`src/rtl/cbke_pkg.sv`:
```
// Shared types, constants and reset-value functions for the B-spline knot editor.
package cbke_pkg;

  localparam int NUM_POINTS_DEF = 9;
  localparam int ORDER_DEF      = 4;
  localparam int FRAC_BITS_DEF  = 8;

  localparam int KNOT_W     = 16;
  localparam int COORD_W    = 16;
  localparam int SPACING_W  = 13;
  localparam int CFG_IDX_W  = 1;
  localparam int CFG_DATA_W = 16;

  // Basis values and coefficients are Q2.16 limited to [-2.0, 2.0].
  localparam int COEF_W   = 19;
  localparam int DIV_NUM_W = 32;
  localparam int DIV_DEN_W = 16;

  localparam logic [2:0] CMD_WRITE_KNOT  = 3'd0;
  localparam logic [2:0] CMD_WRITE_POINT = 3'd1;
  localparam logic [2:0] CMD_NUDGE_UP    = 3'd2;
  localparam logic [2:0] CMD_NUDGE_DOWN  = 3'd3;
  localparam logic [2:0] CMD_EVALUATE    = 3'd4;
  localparam logic [2:0] CMD_RESET_KNOTS = 3'd5;

  localparam logic [CFG_IDX_W-1:0] CFG_MAX_KNOT     = 1'b0;
  localparam logic [CFG_IDX_W-1:0] CFG_KNOT_SPACING = 1'b1;

  typedef struct packed {
    logic [2:0]                command;
    logic [3:0]                knot_index;
    logic [KNOT_W-1:0]         knot_value;
    logic [3:0]                point_index;
    logic signed [COORD_W-1:0] point_x;
    logic signed [COORD_W-1:0] point_y;
    logic [KNOT_W-1:0]         eval_point;
  } cbke_in_t;

  typedef struct packed {
    logic signed [COORD_W-1:0] curve_x;
    logic signed [COORD_W-1:0] curve_y;
    logic                      status;
  } cbke_out_t;

  // Knot ring control: rotate toward the head, rotate back, write.
  typedef struct packed {
    logic fwd;
    logic back;
    logic wr;
  } cbke_kctl_t;

  typedef struct packed {
    logic [KNOT_W-1:0] t0;
    logic [KNOT_W-1:0] t1;
    logic [KNOT_W-1:0] t2;
    logic [KNOT_W-1:0] t3;
    logic [KNOT_W-1:0] t4;
    logic [KNOT_W-1:0] tl;
  } cbke_ktaps_t;

  function automatic logic [SPACING_W-1:0] spacing_reset_val(int frac);
    int v;
    v = 6 << frac;
    if (v > 8191) v = 8191;
    return SPACING_W'(v);
  endfunction

  function automatic logic [KNOT_W-1:0] max_knot_reset_val(int frac);
    int v;
    v = 80 << frac;
    if (v > 65535) v = 65535;
    return KNOT_W'(v);
  endfunction

  function automatic logic [KNOT_W-1:0] knot_reset_val(int i, int frac);
    int v;
    v = i * int'(spacing_reset_val(frac));
    if (v > 65535) v = 65535;
    return KNOT_W'(v);
  endfunction

  function automatic logic [COORD_W-1:0] clamp_coord(int v);
    int c;
    c = v;
    if (c > 32767) c = 32767;
    if (c < -32768) c = -32768;
    return COORD_W'(c);
  endfunction

  function automatic logic [COORD_W-1:0] px_reset_val(int i, int frac);
    return clamp_coord((10 * i - 40) * (1 << frac));
  endfunction

  function automatic logic [COORD_W-1:0] py_reset_val(int i, int frac);
    return clamp_coord(((i % 2 == 1) ? 30 : -20) * (1 << frac));
  endfunction

endpackage

```
`src/rtl/cbke_kring.sv`:
```
// Knot store held as a bidirectional rotating ring with fixed taps at the head.
module cbke_kring #(
  parameter int NK        = cbke_pkg::NUM_POINTS_DEF + cbke_pkg::ORDER_DEF,
  parameter int FRAC_BITS = cbke_pkg::FRAC_BITS_DEF
) (
  input  logic                          clk,
  input  logic                          rst,
  input  cbke_pkg::cbke_kctl_t          kctl,
  input  logic [cbke_pkg::KNOT_W-1:0]   wdata,
  output cbke_pkg::cbke_ktaps_t         taps
);
  import cbke_pkg::*;

  logic [KNOT_W-1:0] k [NK];

  always_ff @(posedge clk) begin
    if (rst) begin
      for (int p = 0; p < NK; p++) k[p] <= knot_reset_val(p, FRAC_BITS);
    end else if (kctl.fwd) begin
      for (int p = 0; p < NK - 1; p++) k[p] <= k[p+1];
      // A write during a forward rotation replaces the knot leaving the head.
      k[NK-1] <= kctl.wr ? wdata : k[0];
    end else if (kctl.back) begin
      k[0] <= k[NK-1];
      for (int p = 1; p < NK; p++) k[p] <= k[p-1];
    end else if (kctl.wr) begin
      k[0] <= wdata;
    end
  end

  assign taps.t0 = k[0];
  assign taps.t1 = k[1];
  assign taps.t2 = k[2];
  assign taps.t3 = k[3];
  assign taps.t4 = k[4];
  assign taps.tl = k[NK-1];

endmodule

```
`config.mk`:
```
export PLATFORM = sky130hd
export DESIGN_NAME = cbke_kring
export DESIGN_NICKNAME = d
export VERILOG_FILES = /design/src/rtl/cbke_pkg.sv /design/src/rtl/cbke_kring.sv
export SDC_FILE = /design/constraint.sdc
export NUM_CORES = 1
export LEC_CHECK = 0
export BUFFER_PORTS_ARGS = -buffer_cell sky130_fd_sc_hd__buf_4
export CORE_ASPECT_RATIO = 1.25
export CORE_MARGIN = 4
export CORE_UTILIZATION = 52
export DETAILED_ROUTE_END_ITERATION = 7
export PLACE_DENSITY = 0.76
export SLEW_MARGIN = 10
export SYNTH_ARGS = -nofsm -noshare
export SYNTH_HDL_FRONTEND = slang
export SYNTH_SLANG_ARGS = --single-unit
```
`constraint.sdc`:
```
create_clock -name clk -period 3.9 [get_ports clk]
set_clock_uncertainty 0.15 [all_clocks]
set_input_delay 0.39 -clock clk [delete_from_list [all_inputs] [get_ports clk]]
set_output_delay 0.39 -clock clk [all_outputs]
set_load 0.03 [all_outputs]
```
==> impl_results.md <==
* Outcome: finished clean
* GRT Resource Usage Total at 21.70%
* Largest family of logic cells by synthesized area: compound AO/OA/AOI/OAI gates
* Synthesis warning total at 0
* RSZ-0062 raised after global routing: false
* Worst R2R Start: k[0][27]$_SDFFCE_PN0P_
* Number of synthesized register bits at 208
* FF/Latch Area at between 6000 and 7000 sq um
* Max reg flops at 208
* Simple logic cell fraction of the synthesized area at 2.675%
* Avg WL per Cell at ~25 um
* CP Launch Type: primary input
* Largest net degree at the start of global routing at 136
* Gr ovfl total at 0
* Most frequent cells in the layout: edfxtp_1 (192), a22o_1 (121), buf_4 (120)
* Clk sinks at 208
* First-pass GRT wire length at approximately 34000 um
* Power per cell area at 514.9 nW/um^2
* Die W at roughly 130 um
* Area leader, netlist: edfxtp_1
* Die height at 154.5 um
* Setup_tns at 0 ps
* Max_cap viols at 0
* Detailed Route Iter0 Violations at 687
* Hold Path End: k[3][9]$_SDFFE_PP0P_
* Slew headroom at about a fifth
* Mapped Cells at approximately 550
* Core Area at around 17000 sq um
* Critical path type: in2reg
* Cells on worst reg2reg path at 2
* Root Driver: clkbuf_16
* DRC at 0
* Mux cell area share after synthesis at 3.586%
* Final setup vio count at 0
* Inserted Clock Buffers at 20
* Cell Rows at 53
* Sequential fraction of the synthesis area at 68.13%
* Post-CTS Resized at 0
* Synth-to-Final Area Change at 17.07%
* WP data arrival at 2030 ps
* Die area at between 15000 and 20000 sq um
* Area of the multi-input gates at 2425 sq um
* Routed vias/inst at between 6 and 7
* Top cells by area, synth: edfxtp_1 (65%), a22o_1 (12%), dfxtp_1 (3.6%)
* GPL Wtd Cong at 0.8344
* Top-area cell type share of the netlist area at about 65%
* Mean area per synthesized cell at 16.12 sq um
* Pins Over Slew Limit at 0
* Peak fanout along the critical path at 26
* Commonest non-fill, non-tap cell in the layout: edfxtp_1
* Design area at 10460 sq um
* Reg with most FFs: k
* Hold_buf cts at 0
* # diodes at 0
* Worst r2r dst: k[0][11]$_DFFE_PP_
* Clock Tree Buf Depth at 3
* VDD IR max at roughly 0.34 mV
* Post-CTS Setup Bufs at 0
* Post-Synth Adder-Cell Area at 0%
* Layout cell share with drive strength beyond 1 at 24.88%
* CP Data Required Time at 3990 ps
* Hold depth at 3
* Initial DRT Pass Iterations at 5
* Fmax at 517.0 MHz
* Top flop regs: k (208)
* ANT nets after route at 0
* Post-synthesis xor/xnor area fraction at 0%
* Initial Util at 53.03%
* Post-Route WL at 21850 um
* Synthesized cell area at 8932 sq um
* Hold path start: wdata[9]
* Worst-path clk slew at ~60 ps
* Hold Crit Class: in2reg
* Worst R2R Setup Slack at 2550 ps
* Post-synthesis cell type count at 28
* Final-stage net count at around 650
* Syn Nets at 575
* Pleak at 4.152 nW
* Area post-placement at 9754 sq um
* Post-DP HPWL at 13570 um
* Vias in the first global route at roughly 5600
* CTS tree: built
* Clock Latency Late Sink at 490 ps
* Final min period at roughly 1900 ps
* Port bufs at 116
* Layout fillers at approximately 1200
* Critical Path End Type: flip-flop
* Worst slew pin tran at 1210 ps
* Final hold viol count at 0
* Ports at ~120
* Initial antenna violation count at 0
* Complex-gate fraction of the synthesized area at slightly above 20%
* Period utilization at 49.60%
* Htree depth at 1
* Vias at around 5800
==> layout make-up <==
class	count	share of cell area, %
Inverter	2	0.07179
Timing Repair Buffer	123	9.189
Clock inverter	11	1.460
Clock buffer	25	5.264
Tap cell	220	2.632
Sequential cell	208	58.20
Multi-Input combinational cell	270	23.19
==> kinds of logic (layout without fill, tap and decap cells) <==
| family | after synthesis | after routing |
|---|---|---|
| buf+inv | 76 | 161 |
| flops | 208 | 208 |
| mux | 32 | 32 |
| compound gates | 209 | 209 |
| simple gates | 29 | 29 |
==> critical path, stage by stage <==
cell,delay (ps)
buf_4,350
nand2b_1,730
a32o_1,540
==> routing by layer <==
metal | GRT usage (%) | vias up | part of all wire [%]
met2 | 36.81 | 298 | 51
met1 | 29.38 | 3007 | 41
met5 | 0 | - | 0
li1 | - | 2461 | -
met4 | 5.733 | 0 | 1.8
met3 | 3.558 | 28 | 6.9
==> through the flow <==
step	util, %	power [mW]	std cells	setup slack, ps	hold WS, ps
floorplan	-	3.132	554	9.596	381.8
global placement	57.91	3.338	823	1547	397.1
detailed placement	57.91	3.357	823	1455	404.0
CTS	62.09	5.407	859	1975	50.67
global route	62.09	5.546	859	1899	61.01
finish	62.09	5.384	859	1966	64.12
==> power breakdown <==
group,internal [mW],switching [mW],total [mW]
logic,0.213,0.339,0.553
registers,2.62,0.144,2.76
clock network,1.27,0.804,2.07
total,4.10,1.29,5.38
==> cell usage after synthesis, drive strengths merged <==
cell,n
o22ai,14
clkbuf,11
mux2i,32
nand3b,1
a21oi,1
or3,3
a221oi,1
o32a,6
a22o,121
a32o,26
or2,2
nor3b,1
a221o,15
a22oi,2
edfxtp,192
nand2b,2
or3b,1
nor2b,2
o22a,23
inv,2
and3b,15
dfxtp,16
nor2,1
nor4b,1
buf,63
==> worst max path at each step <==
stage               slack (ps)  depth (start not counted)                endpoint     from
floorplan                   10                          3  k[0][16]$_SDFFCE_PN0P_      rst
global placement          1550                          3      k[2][36]$_DFFE_PP_  kctl[1]
detailed placement        1460                          3      k[2][47]$_DFFE_PP_  kctl[1]
CTS                       1970                          3      k[2][47]$_DFFE_PP_  kctl[1]
global route              1900                          3      k[2][40]$_DFFE_PP_  kctl[1]
finish                    1970                          3      k[2][55]$_DFFE_PP_  kctl[1]
Note: power is estimated with default switching activity, not from simulation.
