===== src/rtl/cbke_pkg.sv =====
// Shared types, constants and reset-value functions for the B-spline knot editor.
package cbke_pkg;

  localparam int NUM_POINTS_DEF = 9;
  localparam int ORDER_DEF      = 4;
  localparam int FRAC_BITS_DEF  = 8;

  localparam int KNOT_W     = 16;
  localparam int COORD_W    = 16;
  localparam int SPACING_W  = 13;
  localparam int CFG_IDX_W  = 1;
  localparam int CFG_DATA_W = 16;

  // Basis values and coefficients are Q2.16 limited to [-2.0, 2.0].
  localparam int COEF_W   = 19;
  localparam int DIV_NUM_W = 32;
  localparam int DIV_DEN_W = 16;

  localparam logic [2:0] CMD_WRITE_KNOT  = 3'd0;
  localparam logic [2:0] CMD_WRITE_POINT = 3'd1;
  localparam logic [2:0] CMD_NUDGE_UP    = 3'd2;
  localparam logic [2:0] CMD_NUDGE_DOWN  = 3'd3;
  localparam logic [2:0] CMD_EVALUATE    = 3'd4;
  localparam logic [2:0] CMD_RESET_KNOTS = 3'd5;

  localparam logic [CFG_IDX_W-1:0] CFG_MAX_KNOT     = 1'b0;
  localparam logic [CFG_IDX_W-1:0] CFG_KNOT_SPACING = 1'b1;

  typedef struct packed {
    logic [2:0]                command;
    logic [3:0]                knot_index;
    logic [KNOT_W-1:0]         knot_value;
    logic [3:0]                point_index;
    logic signed [COORD_W-1:0] point_x;
    logic signed [COORD_W-1:0] point_y;
    logic [KNOT_W-1:0]         eval_point;
  } cbke_in_t;

  typedef struct packed {
    logic signed [COORD_W-1:0] curve_x;
    logic signed [COORD_W-1:0] curve_y;
    logic                      status;
  } cbke_out_t;

  // Knot ring control: rotate toward the head, rotate back, write.
  typedef struct packed {
    logic fwd;
    logic back;
    logic wr;
  } cbke_kctl_t;

  typedef struct packed {
    logic [KNOT_W-1:0] t0;
    logic [KNOT_W-1:0] t1;
    logic [KNOT_W-1:0] t2;
    logic [KNOT_W-1:0] t3;
    logic [KNOT_W-1:0] t4;
    logic [KNOT_W-1:0] tl;
  } cbke_ktaps_t;

  function automatic logic [SPACING_W-1:0] spacing_reset_val(int frac);
    int v;
    v = 6 << frac;
    if (v > 8191) v = 8191;
    return SPACING_W'(v);
  endfunction

  function automatic logic [KNOT_W-1:0] max_knot_reset_val(int frac);
    int v;
    v = 80 << frac;
    if (v > 65535) v = 65535;
    return KNOT_W'(v);
  endfunction

  function automatic logic [KNOT_W-1:0] knot_reset_val(int i, int frac);
    int v;
    v = i * int'(spacing_reset_val(frac));
    if (v > 65535) v = 65535;
    return KNOT_W'(v);
  endfunction

  function automatic logic [COORD_W-1:0] clamp_coord(int v);
    int c;
    c = v;
    if (c > 32767) c = 32767;
    if (c < -32768) c = -32768;
    return COORD_W'(c);
  endfunction

  function automatic logic [COORD_W-1:0] px_reset_val(int i, int frac);
    return clamp_coord((10 * i - 40) * (1 << frac));
  endfunction

  function automatic logic [COORD_W-1:0] py_reset_val(int i, int frac);
    return clamp_coord(((i % 2 == 1) ? 30 : -20) * (1 << frac));
  endfunction

endpackage


===== src/rtl/cbke_div.sv =====
// Bit-serial restoring divider, one quotient bit per cycle.
module cbke_div #(
  parameter int NUM_W = cbke_pkg::DIV_NUM_W,
  parameter int DEN_W = cbke_pkg::DIV_DEN_W
) (
  input  logic             clk,
  input  logic             rst,
  input  logic             start,
  input  logic [NUM_W-1:0] dividend,
  input  logic [DEN_W-1:0] divisor,
  output logic             done,
  output logic [NUM_W-1:0] quotient
);
  localparam int CW = $clog2(NUM_W);

  logic             busy;
  logic [CW-1:0]    cnt;
  logic [DEN_W-1:0] rem;
  logic [DEN_W-1:0] den;
  logic [NUM_W-1:0] q;
  logic [DEN_W:0]   rem_sh;
  logic             ge;
  logic [DEN_W:0]   diff;

  always_comb begin
    rem_sh = {rem, q[NUM_W-1]};
    ge     = rem_sh >= {1'b0, den};
    diff   = rem_sh - {1'b0, den};
  end

  always_ff @(posedge clk) begin
    if (rst) begin
      busy <= 1'b0;
      done <= 1'b0;
      cnt  <= '0;
    end else begin
      done <= 1'b0;
      if (start) begin
        q    <= dividend;
        den  <= divisor;
        rem  <= '0;
        cnt  <= '0;
        busy <= 1'b1;
      end else if (busy) begin
        // The dividend shifts out at the top while quotient bits enter below.
        rem <= ge ? diff[DEN_W-1:0] : rem_sh[DEN_W-1:0];
        q   <= {q[NUM_W-2:0], ge};
        cnt <= cnt + 1'b1;
        if (cnt == CW'(NUM_W - 1)) begin
          busy <= 1'b0;
          done <= 1'b1;
        end
      end
    end
  end

  assign quotient = q;

endmodule


===== config.mk =====
export PLATFORM = sky130hd
export DESIGN_NAME = cbke_div
export DESIGN_NICKNAME = d
export VERILOG_FILES = /design/src/rtl/cbke_pkg.sv /design/src/rtl/cbke_div.sv
export SDC_FILE = /design/constraint.sdc
export NUM_CORES = 1
export LEC_CHECK = 0
export ABC_AREA = 1
export ABC_CLOCK_PERIOD_IN_PS = 2500
export BUFFER_PORTS_ARGS = -buffer_cell sky130_fd_sc_hd__buf_2
export CAP_MARGIN = 20
export CORE_UTILIZATION = 44
export CTS_CLUSTER_DIAMETER = 60
export DETAILED_ROUTE_END_ITERATION = 16
export GPL_TIMING_DRIVEN = 0
export PLACE_DENSITY = 0.73
export RECOVER_POWER = 50
export SYNTH_ARGS = -nofsm -noshare
export SYNTH_HDL_FRONTEND = slang
export SYNTH_SLANG_ARGS = --single-unit
export TNS_END_PERCENT = 30

===== constraint.sdc =====
create_clock -name clk -period 2.5 [get_ports clk]
set_clock_uncertainty 0.05 [all_clocks]
set_input_delay 0.25 -clock clk [delete_from_list [all_inputs] [get_ports clk]]
set_output_delay 0.25 -clock clk [all_outputs]
set_load 0.05 [all_outputs]

==> metrics.md <==
| Metric | Value |
|---|---|
| Pins Over Slew Limit | `0` |
| Tot GR Track Use | `0.200` |
| Synthesized area per cell | `8.17 um^2` |
| Non-filler instance count after layout | `741` |
| Post-DR vias/cell | `4.74` |
| P&R area growth vs syn | `18.9%` |
| List of most frequent post-synthesis cells | `202 x nand2_1, 68 x inv_1, 64 x edfxtp_1, 40 x nor2_1, 18 x ha_1` |
| DRC violation total after the first TritonRoute iteration | `189` |
| Largest cells by area after synthesis | `edfxtp_1 46%, nand2_1 18%, inv_1 6.1%` |
| Crit start category | `flip-flop` |
| Starting density of the core | `0.453` |
| # DRC | `0` |
| Worst vdd ir | `0.449 mV` |
| CTS buffer count | `9` |
| Cell Area, Synth | `4180 um^2` |
| Worst Path Arrival | `2.19 ns` |
| Clk_lat worst skew | `0.34 ns` |
| Clock sinks | `71` |
| GP Congestion | `0.919` |
| Fin. Hold Viols | `0` |
| RSZ-0062 raised after global routing | `no` |
| Die W | `99.5 um` |
| Final period utilization | `0.856` |
| TritonCTS clock tree | `built` |
| Setup TNS | `0 ns` |
| Slew @ Worst Pin | `0.643 ns` |
| Count of warnings emitted by yosys | `0` |
| Largest net degree at the start of global routing | `38` |
| H-tree lvl count | `3` |
| WP data required | `2.55 ns` |
| Post-Synthesis Net Count | `582` |
| Die height | `99.5 um` |
| Cell Rows | `35` |
| Finished Core Util | `0.538` |
| Overall Power | `3.29 mW` |
| Post-synth EDFFs | `64` |
| Vias in the first global route | `3465` |
| Grt total ovfl | `0` |
| Unique masters post-synth | `33` |
| Placed insts | `725` |
| Share of layout cells above drive strength 1 | `0.186` |
| Ys async rst share | `0` |
| Synth Instances | `512` |
| Initial antenna violation count | `0` |
| Clock tree buffer depth | `2` |
| Core Area | `9240 um^2` |
| Final HPWL DP | `7010 um` |
| Routed WL | `9050 um` |
| Setup violations, final | `0` |
| Reg clk slew, reported paths | `0.08 ns` |
| Leakage power | `2.43 nW` |
| Seq/Total Area, Yosys | `0.493` |
| Router iterations before antenna repair | `4` |
| Dpl cell area | `4790 um^2` |
| Final setup margin | `0.360 ns` |
| DIE AREA | `9900 um^2` |
| Min Clock Period, post-route | `2.14 ns` |
| Hold-fix buffers at CTS | `0` |
| Hold WS | `0.0296 ns` |
| CP Class | `reg2reg` |
| Synth Flop Type | `edfxtp_1` |
| Yosys top cell area share | `0.459` |
| Status | `complete, no violations` |
| Slew HR | `0.573` |
| Crit. End Element | `flip-flop` |
| Via count | `3516` |
| # IOs | `84` |
| Setup Buffers After CTS | `0` |
| Hold Crit Class | `in2reg` |
| Area leader, netlist | `edfxtp_1` |
| CP Max Fanout | `3` |
| Post-cts resize count | `0` |
| Maximum Capacitance Violations | `0` |
| Port buffer count | `82` |
| Root Buffer | `clkbuf_8` |
| Pwr Density | `660 nW/um^2` |
| Pre-CTS setup slack | `0.388 ns` |
| Design Area, Final | `4970 um^2` |
| Top-count cell post-synth | `nand2_1` |
| NumNets Final | `677` |
| Max Clk Rate | `467 MHz` |
| FF+latch count, synth | `71` |
| First-pass GRT wire length | `15500 um` |
| Post-DRT Antenna Nets | `0` |
| Ant. Diodes | `0` |
| Wire per inst | `12.2 um` |
-- cells by family after synthesis --
group / count (synthesis) / share of synthesized area
XOR/XNOR: 6 / 0.0126
flip-flops: 71 / 0.493
AND/OR/NAND/NOR: 310 / 0.327
adder cells (fa/ha/maj): 19 / 0.0586
AO/OA/AOI/OAI: 15 / 0.0188
buffers and inverters: 91 / 0.0903
-- worst max-delay path, stage by stage (launching register included) --
cell	delay, ns
edfxtp_1	0.35
inv_1	0.07
ha_1	0.23
fa_1	0.41
inv_1	0.11
nand3_1	0.08
nand3_1	0.15
nand2_1	0.10
nand3_1	0.08
nand2_1	0.05
nand2_1	0.07
nand2_2	0.05
nand2_1	0.06
nor2_2	0.04
-- metal layers --
| layer | part of all wire | track usage |
|---|---|---|
| met2 | 0.46 | 0.324 |
| met4 | 0.019 | 0.0735 |
| met5 | 0 | 0 |
| met1 | 0.45 | 0.255 |
| met3 | 0.064 | 0.0576 |
-- area by class of cell --
type	instances	area [um^2]
clock buffer	13	203
inverter	79	297
buffer	12	76.3
timing repair buffer	84	404
sequential	71	2060
clock inverter	3	26.3
multi-input combinational	350	1750
tap	129	161
fill	898	4270
-- where the power goes --
| part | leakage [nW] | switching, mW | internal (mW) |
|---|---|---|---|
| logic | 1.64 | 0.559 | 0.270 |
| clock network | 0.116 | 0.461 | 0.552 |
| registers | 0.671 | 0.0412 | 1.40 |
| total | 2.43 | 1.06 | 2.22 |
-- placed cells by master (no fill, tap or decap), types with 3 or more instances in the layout --
master	n
nor2_2	13
nand2_1	202
xor2_1	6
nand3b_1	9
inv_1	67
nor3_1	5
nand3_1	12
dfxtp_1	7
clkbuf_16	3
a21oi_1	10
nand4_1	5
clkbuf_1	43
inv_2	11
clkbuf_8	9
nand2_2	11
nand3_2	5
ha_1	18
buf_2	49
edfxtp_1	64
nor2_1	39
-- final timing paths --
| kind | start | end | slack (ns) | cells past startpoint |
|---|---|---|---|---|
| hold reg to reg | cnt[4]$_SDFFE_PP0P_ | cnt[4]$_SDFFE_PP0P_ | 0.45 | 2 |
| setup reg to reg | quotient[31]$_DFFE_PP_ | rem[8]$_SDFFCE_PP0P_ | 0.36 | 13 |
| setup / recovery | quotient[31]$_DFFE_PP_ | rem[8]$_SDFFCE_PP0P_ | 0.36 | 13 |
| hold / removal | divisor[7] | den[7]$_DFFE_PP_ | 0.03 | 1 |
-- registers in the layout, summed over array words and instances, names as in the netlist --
| register | flops |
|---|---|
| cnt | 5 |
| rem | 16 |
| done | 1 |
| quotient | 32 |
| den | 16 |
| busy | 1 |
Note: power is estimated with default switching activity, not from simulation.
